**src/rtl/core/b64enc_pkg.sv**
```systemverilog
// shared types, constants and the sextet to ascii map of the base64 encoder
// no dependencies
`timescale 1ns / 1ps

package b64enc_pkg;

	localparam logic [6:0] PadChar   = 7'd61;  // '='
	localparam logic [6:0] PlusChar  = 7'd43;  // '+'
	localparam logic [6:0] SlashChar = 7'd47;  // '/'

	// one complete or final group waiting to be expanded into characters
	typedef struct packed {
		logic [23:0] bits;
		logic [1:0]  nbytes;
		logic        last;
	} group_t;

	typedef struct packed {
		logic   valid;
		group_t grp;
	} push_t;

	typedef struct packed {
		logic full;
		logic empty;
	} qstat_t;

	// standard alphabet lookup
	function automatic logic [6:0] sextet_to_char(input logic [5:0] v);
		logic [6:0] v7;
		logic [6:0] r;
		v7 = {1'b0, v};
		if (v < 6'd26) begin
			r = v7 + 7'd65;        // A-Z
		end else if (v < 6'd52) begin
			r = v7 + 7'd71;        // a-z
		end else if (v < 6'd62) begin
			r = v7 - 7'd4;         // 0-9
		end else if (v == 6'd62) begin
			r = PlusChar;
		end else begin
			r = SlashChar;
		end
		return r;
	endfunction

endpackage

```
**src/rtl/core/b64enc_stream_if.sv**
```systemverilog
// valid/ready channel interfaces: raw byte words in, ascii character words out
// depends on nothing
`timescale 1ns / 1ps

interface b64enc_byte_if;
	logic       valid;
	logic       ready;
	logic [7:0] data_byte;
	logic       last_byte;

	modport source(output valid, output data_byte, output last_byte, input ready);
	modport sink(input valid, input data_byte, input last_byte, output ready);
endinterface

interface b64enc_char_if;
	logic       valid;
	logic       ready;
	logic [6:0] out_char;
	logic       end_of_group;
	logic       end_of_stream;

	modport source(output valid, output out_char, output end_of_group,
		output end_of_stream, input ready);
	modport sink(input valid, input out_char, input end_of_group,
		input end_of_stream, output ready);
endinterface

```
**src/rtl/core/b64enc_front.sv**
```systemverilog
// front end: gathers raw bytes into groups of up to three and pushes them
// depends on b64enc_pkg and b64enc_byte_if
`timescale 1ns / 1ps

module b64enc_front (
	input  logic                    clk,
	input  logic                    arst_n,
	b64enc_byte_if.sink             raw,
	input  b64enc_pkg::qstat_t      qstat,
	output b64enc_pkg::push_t       push
);

	logic [1:0]  cnt_q;
	logic [15:0] pend_q;
	logic        completes;
	logic        acc;

	// a word closes a group on the last flag or as third byte
	assign completes = raw.last_byte || (cnt_q >= 2'd2);
	assign raw.ready = !completes || !qstat.full;
	assign acc       = raw.valid && raw.ready;

	// build the group from waiting bytes and the incoming one
	always_comb begin
		push.valid = acc && completes;
		push.grp.last = raw.last_byte;
		case (cnt_q)
			2'd0: begin
				push.grp.bits   = {raw.data_byte, 16'h0000};
				push.grp.nbytes = 2'd1;
			end
			2'd1: begin
				push.grp.bits   = {pend_q[15:8], raw.data_byte, 8'h00};
				push.grp.nbytes = 2'd2;
			end
			default: begin
				push.grp.bits   = {pend_q, raw.data_byte};
				push.grp.nbytes = 2'd3;
			end
		endcase
	end

	// byte count
	always_ff @(posedge clk or negedge arst_n) begin
		if (!arst_n) begin
			cnt_q <= 2'd0;
		end else if (acc) begin
			if (completes) begin
				cnt_q <= 2'd0;
			end else begin
				cnt_q <= cnt_q + 2'd1;
			end
		end
	end

	// waiting bytes
	always_ff @(posedge clk) begin
		if (acc && !completes) begin
			if (cnt_q == 2'd0) begin
				pend_q <= {raw.data_byte, 8'h00};
			end else begin
				pend_q[7:0] <= raw.data_byte;
			end
		end
	end

endmodule

```
**src/rtl/core/b64enc_queue.sv**
```systemverilog
// two entry group queue between front and back end
// depends on b64enc_pkg
`timescale 1ns / 1ps

module b64enc_queue (
	input  logic                    clk,
	input  logic                    arst_n,
	input  b64enc_pkg::push_t       push,
	input  logic                    pop,
	output b64enc_pkg::qstat_t      qstat,
	output b64enc_pkg::group_t      head
);

	b64enc_pkg::group_t mem_q [2];
	logic       wr_ptr_q;
	logic       rd_ptr_q;
	logic [1:0] cnt_q;

	assign qstat.full  = (cnt_q == 2'd2);
	assign qstat.empty = (cnt_q == 2'd0);
	assign head        = mem_q[rd_ptr_q];

	// pointers and fill count
	always_ff @(posedge clk or negedge arst_n) begin
		if (!arst_n) begin
			wr_ptr_q <= 1'b0;
			rd_ptr_q <= 1'b0;
			cnt_q    <= 2'd0;
		end else begin
			if (push.valid) begin
				wr_ptr_q <= !wr_ptr_q;
			end
			if (pop) begin
				rd_ptr_q <= !rd_ptr_q;
			end
			case ({push.valid, pop})
				2'b10:   cnt_q <= cnt_q + 2'd1;
				2'b01:   cnt_q <= cnt_q - 2'd1;
				default: cnt_q <= cnt_q;
			endcase
		end
	end

	// entry storage
	always_ff @(posedge clk) begin
		if (push.valid) begin
			mem_q[wr_ptr_q] <= push.grp;
		end
	end

endmodule

```
**src/rtl/core/b64enc_back.sv**
```systemverilog
// back end: expands one group into four characters through an output register
// depends on b64enc_pkg and b64enc_char_if
`timescale 1ns / 1ps

module b64enc_back (
	input  logic                    clk,
	input  logic                    arst_n,
	input  b64enc_pkg::qstat_t      qstat,
	input  b64enc_pkg::group_t      head,
	output logic                    pop,
	b64enc_char_if.source           enc
);

	b64enc_pkg::group_t grp_q;
	logic       busy_q;
	logic [1:0] idx_q;
	logic       ov_q;
	logic [6:0] char_q;
	logic       eog_q;
	logic       eos_q;
	logic       adv;
	logic       emit;
	logic       done;
	logic [5:0] sextet;
	logic       pad;
	logic [6:0] char_d;

	assign adv  = !ov_q || enc.ready;
	assign emit = adv && busy_q;
	assign done = emit && (idx_q == 2'd3);
	assign pop  = !qstat.empty && (!busy_q || done);

	// pick the sextet and decide on padding
	always_comb begin
		case (idx_q)
			2'd0:    sextet = grp_q.bits[23:18];
			2'd1:    sextet = grp_q.bits[17:12];
			2'd2:    sextet = grp_q.bits[11:6];
			default: sextet = grp_q.bits[5:0];
		endcase
		pad = ((idx_q == 2'd2) && (grp_q.nbytes < 2'd2))
			|| ((idx_q == 2'd3) && (grp_q.nbytes < 2'd3));
		char_d = pad ? b64enc_pkg::PadChar : b64enc_pkg::sextet_to_char(sextet);
	end

	// group sequencing
	always_ff @(posedge clk or negedge arst_n) begin
		if (!arst_n) begin
			busy_q <= 1'b0;
			idx_q  <= 2'd0;
			ov_q   <= 1'b0;
		end else begin
			if (pop) begin
				busy_q <= 1'b1;
			end else if (done) begin
				busy_q <= 1'b0;
			end
			if (emit) begin
				idx_q <= idx_q + 2'd1;
			end
			if (adv) begin
				ov_q <= busy_q;
			end
		end
	end

	// group and output payload
	always_ff @(posedge clk) begin
		if (pop) begin
			grp_q <= head;
		end
		if (emit) begin
			char_q <= char_d;
			eog_q  <= (idx_q == 2'd3);
			eos_q  <= (idx_q == 2'd3) && grp_q.last;
		end
	end

	assign enc.valid         = ov_q;
	assign enc.out_char      = char_q;
	assign enc.end_of_group  = eog_q;
	assign enc.end_of_stream = eos_q;

endmodule

```
**src/rtl/core/base64_encoder_core.sv**
```systemverilog
// Streaming base64 encoder, standard alphabet with '=' padding.
// Channel raw takes one byte word a cycle with a last-byte flag; a byte
// that closes a group waits for room in the queue. Channel enc gives one
// ascii character word a cycle while enc is ready and groups are waiting;
// end_of_group marks the fourth character of each group, end_of_stream the
// final character. Bytes that do not close a group are held and produce
// nothing yet. Each group goes from a queue entry to the group register
// and its four characters through the single output register, one a cycle
// while enc is ready; raw keeps taking bytes while the two entry group
// queue has room.
// When enc stalls, the output register holds its word, the back end waits,
// the queue fills and raw.ready drops only for bytes that close a group.
// Reset clears the byte count, the queue and the output valid; a partial
// group in flight at reset is dropped.
// depends on b64enc_pkg, b64enc_stream_if, front, queue and back modules
`timescale 1ns / 1ps

module base64_encoder_core (
	input  logic            clk,
	input  logic            arst_n,
	b64enc_byte_if.sink     raw,
	b64enc_char_if.source   enc
);

	b64enc_pkg::push_t  push;
	b64enc_pkg::qstat_t qstat;
	b64enc_pkg::group_t head;
	logic               pop;

	// byte gathering
	b64enc_front u_front (
		.clk    (clk),
		.arst_n (arst_n),
		.raw    (raw),
		.qstat  (qstat),
		.push   (push)
	);

	// decoupling queue
	b64enc_queue u_queue (
		.clk    (clk),
		.arst_n (arst_n),
		.push   (push),
		.pop    (pop),
		.qstat  (qstat),
		.head   (head)
	);

	// character generation
	b64enc_back u_back (
		.clk    (clk),
		.arst_n (arst_n),
		.qstat  (qstat),
		.head   (head),
		.pop    (pop),
		.enc    (enc)
	);

endmodule

```
**src/flat_wrapper.sv**
```systemverilog
// flat-port wrapper written by rule: the top's interface ports become plain ports
module base64_encoder_core_flat 
  (clk, arst_n, raw_valid, raw_data_byte, raw_last_byte, raw_ready, enc_valid, enc_out_char, enc_end_of_group, enc_end_of_stream, enc_ready);
  b64enc_byte_if raw_i ();
  b64enc_char_if enc_i ();
  input  logic clk;
  input  logic arst_n;
  input wire logic [$bits(raw_i.valid)-1:0] raw_valid;
  input wire logic [$bits(raw_i.data_byte)-1:0] raw_data_byte;
  input wire logic [$bits(raw_i.last_byte)-1:0] raw_last_byte;
  output wire logic [$bits(raw_i.ready)-1:0] raw_ready;
  output wire logic [$bits(enc_i.valid)-1:0] enc_valid;
  output wire logic [$bits(enc_i.out_char)-1:0] enc_out_char;
  output wire logic [$bits(enc_i.end_of_group)-1:0] enc_end_of_group;
  output wire logic [$bits(enc_i.end_of_stream)-1:0] enc_end_of_stream;
  input wire logic [$bits(enc_i.ready)-1:0] enc_ready;
  assign raw_i.valid = raw_valid;
  assign raw_i.data_byte = raw_data_byte;
  assign raw_i.last_byte = raw_last_byte;
  assign raw_ready = raw_i.ready;
  assign enc_valid = enc_i.valid;
  assign enc_out_char = enc_i.out_char;
  assign enc_end_of_group = enc_i.end_of_group;
  assign enc_end_of_stream = enc_i.end_of_stream;
  assign enc_i.ready = enc_ready;
  base64_encoder_core u_core (.clk(clk), .arst_n(arst_n), .raw(raw_i), .enc(enc_i));
endmodule
```
**config.mk**
```make
export PLATFORM = sky130hd
export DESIGN_NAME = base64_encoder_core_flat
export DESIGN_NICKNAME = d
export VERILOG_FILES = /design/src/rtl/core/b64enc_pkg.sv /design/src/rtl/core/b64enc_stream_if.sv /design/src/rtl/core/b64enc_front.sv /design/src/rtl/core/b64enc_queue.sv /design/src/rtl/core/b64enc_back.sv /design/src/rtl/core/base64_encoder_core.sv /design/src/flat_wrapper.sv
export SDC_FILE = /design/constraint.sdc
export NUM_CORES = 1
export LEC_CHECK = 0
export BUFFER_PORTS_ARGS = -buffer_cell sky130_fd_sc_hd__buf_2
export CORE_MARGIN = 3
export CORE_UTILIZATION = 36
export DETAILED_ROUTE_END_ITERATION = 12
export PLACE_DENSITY = 0.6
export SLEW_MARGIN = 20
export SYNTH_ARGS = -nofsm -noshare
export SYNTH_HDL_FRONTEND = slang
export SYNTH_SLANG_ARGS = --single-unit
```
**constraint.sdc**
```tcl
create_clock -name clk -period 4.97 [get_ports clk]
set_input_delay 0.2485 -clock clk [delete_from_list [all_inputs] [get_ports clk]]
set_output_delay 0.2485 -clock clk [all_outputs]
set_load 0.02 [all_outputs]
```
==> metrics.md <==
| Metric | Value |
|---|---|
| Core Area | `13300 um2` |
| First-pass GRT wire length | `13.8 mm` |
| Area of the multi-input gates | `1380 um2` |
| Pre-CTS setup slack | `2.01 ns` |
| Pwr dens | `724 nW/um2` |
| Leading area contributor after synthesis | `edfxtp_1` |
| Final Skew | `0.00730 ns` |
| Setup TNS | `0 ns` |
| Most numerous cell in the Yosys netlist | `edfxtp_1` |
| Global route overflow | `0` |
| Finished Layout Cells | `534` |
| Required time worst endpoint | `5.22 ns` |
| Die height | `123 um` |
| Reg area | `3430 um2` |
| Worst Hold Class | `input port to flip-flop` |
| Total Nets Final | `371` |
| Worst r2r dst | `u_core.u_back.enc.out_char[4]` |
| CTS tree | `built` |
| Outcome | `finished clean` |
| Worst-Skew Late Latency | `0.40 ns` |
| Worst slew pin tran | `0.818 ns` |
| Register clock-pin slew on the reported worst setup and hold paths | `0.05 ns` |
| Max incr delay on CP | `0.57 ns` |
| CP Buf/Inv Count | `1` |
| Crit Path Category | `flip-flop to flip-flop` |
| Total power | `0.00424 W` |
| Final Cycle Share | `0.600` |
| Most frequent cells after synthesis | `106 x edfxtp_1, 29 x mux2_2, 17 x a22o_1` |
| Async SR Flop Fraction | `0.0862` |
| Syn nets | `337` |
| Yosys top cell area share | `0.647` |
| GRT Total Usage | `0.124` |
| Share of layout cells above drive strength 1 | `0.265` |
| Final worst setup slack | `1.99 ns` |
| Yosys reg bits | `116` |
| TritonRoute pass-1 iters | `6` |
| Main synth FF type | `edfxtp_1` |
| Stages on worst setup path | `8` |
| Ant. Diodes | `0` |
| Initial antenna violation count | `0` |
| Setup crit start | `u_core.u_back.idx_q[0]` |
| Largest net degree at the start of global routing | `30` |
| Post-synth EDFFs | `106` |
| VDD IR max | `0.331 mV` |
| Clock Sinks | `116` |
| Synth-to-Final Area Change | `19.0%` |
| H-Tree Depth | `4` |
| Total number of vias | `2583` |
| CP max-delay cell | `ha_1` |
| Hold Violations, Final | `0` |
| R2R setup slack | `1.99 ns` |
| Reg2Reg Launch Point | `u_core.u_back.idx_q[0]` |
| Filler cell count in the final layout | `1186` |
| Cells resized by post-CTS repair | `0` |
| Worst path most repeated cell | `ha_1` |
| Yosys cell types | `48` |
| 1st-iter DRT viols | `262` |
| Slew HR | `0.439` |
| Cell Rows | `42` |
| Clk buf depth | `2` |
| RSZ-0062 raised after global routing | `false` |
| Post-route DRC | `0` |
| Synthesis Warnings | `0` |
| Reg2reg path depth | `8` |
| Die area | `15100 um2` |
| Worst path cell trace | `ha_1 -> mux2_2 -> inv_2 -> ha_1 -> a21o_1 -> a21oi_2 -> o311a_1 -> o211ai_2` |
| Max-Cap Viols | `0` |
| DP Wirelength | `5.46 mm` |
| Syn avg cell area | `15.8 um2` |
| Vias per cell | `4.84` |
| Num CTS Buffers | `17` |
| Starting density of the core | `0.370` |
| Root Driver | `clkbuf_16` |
| Crit-path leading delay family | `adder cells` |
| Avg WL per Cell | `15.6 um` |
| Final wirelength | `8.35 mm` |
| Worst setup EP type | `flip-flop` |
| Synth top area cells | `edfxtp_1 65%, mux2_2 6.6%, dfrtp_1 5.1%, ha_1 3.3%, a22o_1 3.0%` |
| Post-layout minimum cycle time | `2.98 ns` |
| I/O pin count | `24` |
| LEAKAGE | `2.12 nW` |
| PortBufs | `23` |
| Worst setup path endpoint | `u_core.u_back.enc.out_char[4]` |
| Die X | `123 um` |
| Mapped Cells | `311` |
| Post-CTS Hold Buffers | `1` |
| Mapped cell area | `4920 um2` |
| Peak Freq | `0.335 GHz` |
| Max-slew violations | `0` |
| Placer Congestion | `0.834` |
| Routed Antenna Nets | `0` |
| Sequential fraction of the synthesis area | `0.698` |
| Post-Place Cells | `501` |
| Post-CTS Setup Bufs | `0` |
| Crit Path Max Fanout | `11` |
| Vias in the first global route | `2590` |
| Final setup fails | `0` |
| Crit path launch type | `flip-flop` |
| Worst Path Arrival | `3.23 ns` |
==> registers in the layout (all words and copies together), names as in the netlist <==
name,cells
u_core.u_back.busy_q,1
u_core.u_back.enc.end_of_group,1
u_core.u_back.enc.end_of_stream,1
u_core.u_back.enc.out_char,7
u_core.u_back.enc.valid,1
u_core.u_back.grp_q,27
u_core.u_back.idx_q,2
u_core.u_front.cnt_q,2
u_core.u_front.pend_q,16
u_core.u_queue.cnt_q,2
u_core.u_queue.mem_q,54
u_core.u_queue.rd_ptr_q,1
u_core.u_queue.wr_ptr_q,1
==> final cells by class <==
cell class | count | share of cell area
clock buffers | 23 | 0.0816
flip-flops and latches | 116 | 0.587
clock inverters | 9 | 0.0218
repair buffers | 27 | 0.0252
well taps | 176 | 0.0376
inverters | 17 | 0.0109
multi-input cells | 166 | 0.236
==> how the worst min path moves through the flow <==
stage	depth (start not counted)	startpoint	to	slack, ns
floorplan	0	arst_n	u_core.u_back.busy_q	-0.05
finish	1	raw_last_byte	u_core.u_queue.mem_q[1][0]	0.07
global route	1	raw_data_byte[2]	u_core.u_front.pend_q[10]	0.06
detailed placement	1	arst_n	u_core.u_front.cnt_q[1]	0.14
global placement	1	arst_n	u_core.u_front.cnt_q[1]	0.13
CTS	1	raw_last_byte	u_core.u_queue.mem_q[1][0]	0.05
==> worst register-to-register path, stage by stage, from the launching register on <==
cell and delay [ns]:
dfrtp_1 0.40, ha_1 0.57, mux2_2 0.49, inv_2 0.17, ha_1 0.34, a21o_1 0.27
a21oi_2 0.09, o311a_1 0.36, o211ai_2 0.15
==> kinds of logic after synthesis <==
| group | share of synthesized area |
|---|---|
| adder cells (fa/ha/maj) | 0.0331 |
| XOR/XNOR | 0.0125 |
| AO/OA/AOI/OAI | 0.0865 |
| AND/OR/NAND/NOR | 0.0628 |
| multiplexers | 0.0845 |
| buffers and inverters | 0.0226 |
| flip-flops | 0.698 |
==> cells in the final DEF, fill, tap and decap left out, types with 4 or more instances in the layout <==
| master | n |
|---|---|
| and2_1 | 11 |
| nand2_1 | 14 |
| a222oi_1 | 6 |
| clkbuf_16 | 17 |
| dfrtp_1 | 9 |
| nor2b_1 | 9 |
| mux2_2 | 29 |
| xnor2_1 | 4 |
| buf_2 | 23 |
| edfxtp_1 | 106 |
| inv_1 | 15 |
| ha_1 | 13 |
| a22o_1 | 17 |
| nor2_1 | 9 |
==> stage by stage <==
step	cell area (um2)	hold slack (ns)	utilization
floorplan	4920	-0.0471	-
finish	5850	0.0722	0.440
detailed placement	5240	0.135	0.394
global placement	5240	0.127	0.394
global route	5850	0.0633	0.440
CTS	5850	0.0478	0.440
==> routing by layer <==
layer / part of all wire / global-route usage
met3: 0.036 / 0.0419
met4: 0.018 / 0.0658
met2: 0.47 / 0.182
met5: 0 / 0
met1: 0.48 / 0.163
==> report_power, final <==
| group | switching, W | total, W | internal [W] |
|---|---|---|---|
| clock network | 0.000394 | 0.00122 | 0.000824 |
| logic | 0.000825 | 0.00140 | 0.000573 |
| registers | 0.000129 | 0.00163 | 0.00150 |
(Power assumes the default switching activity.)
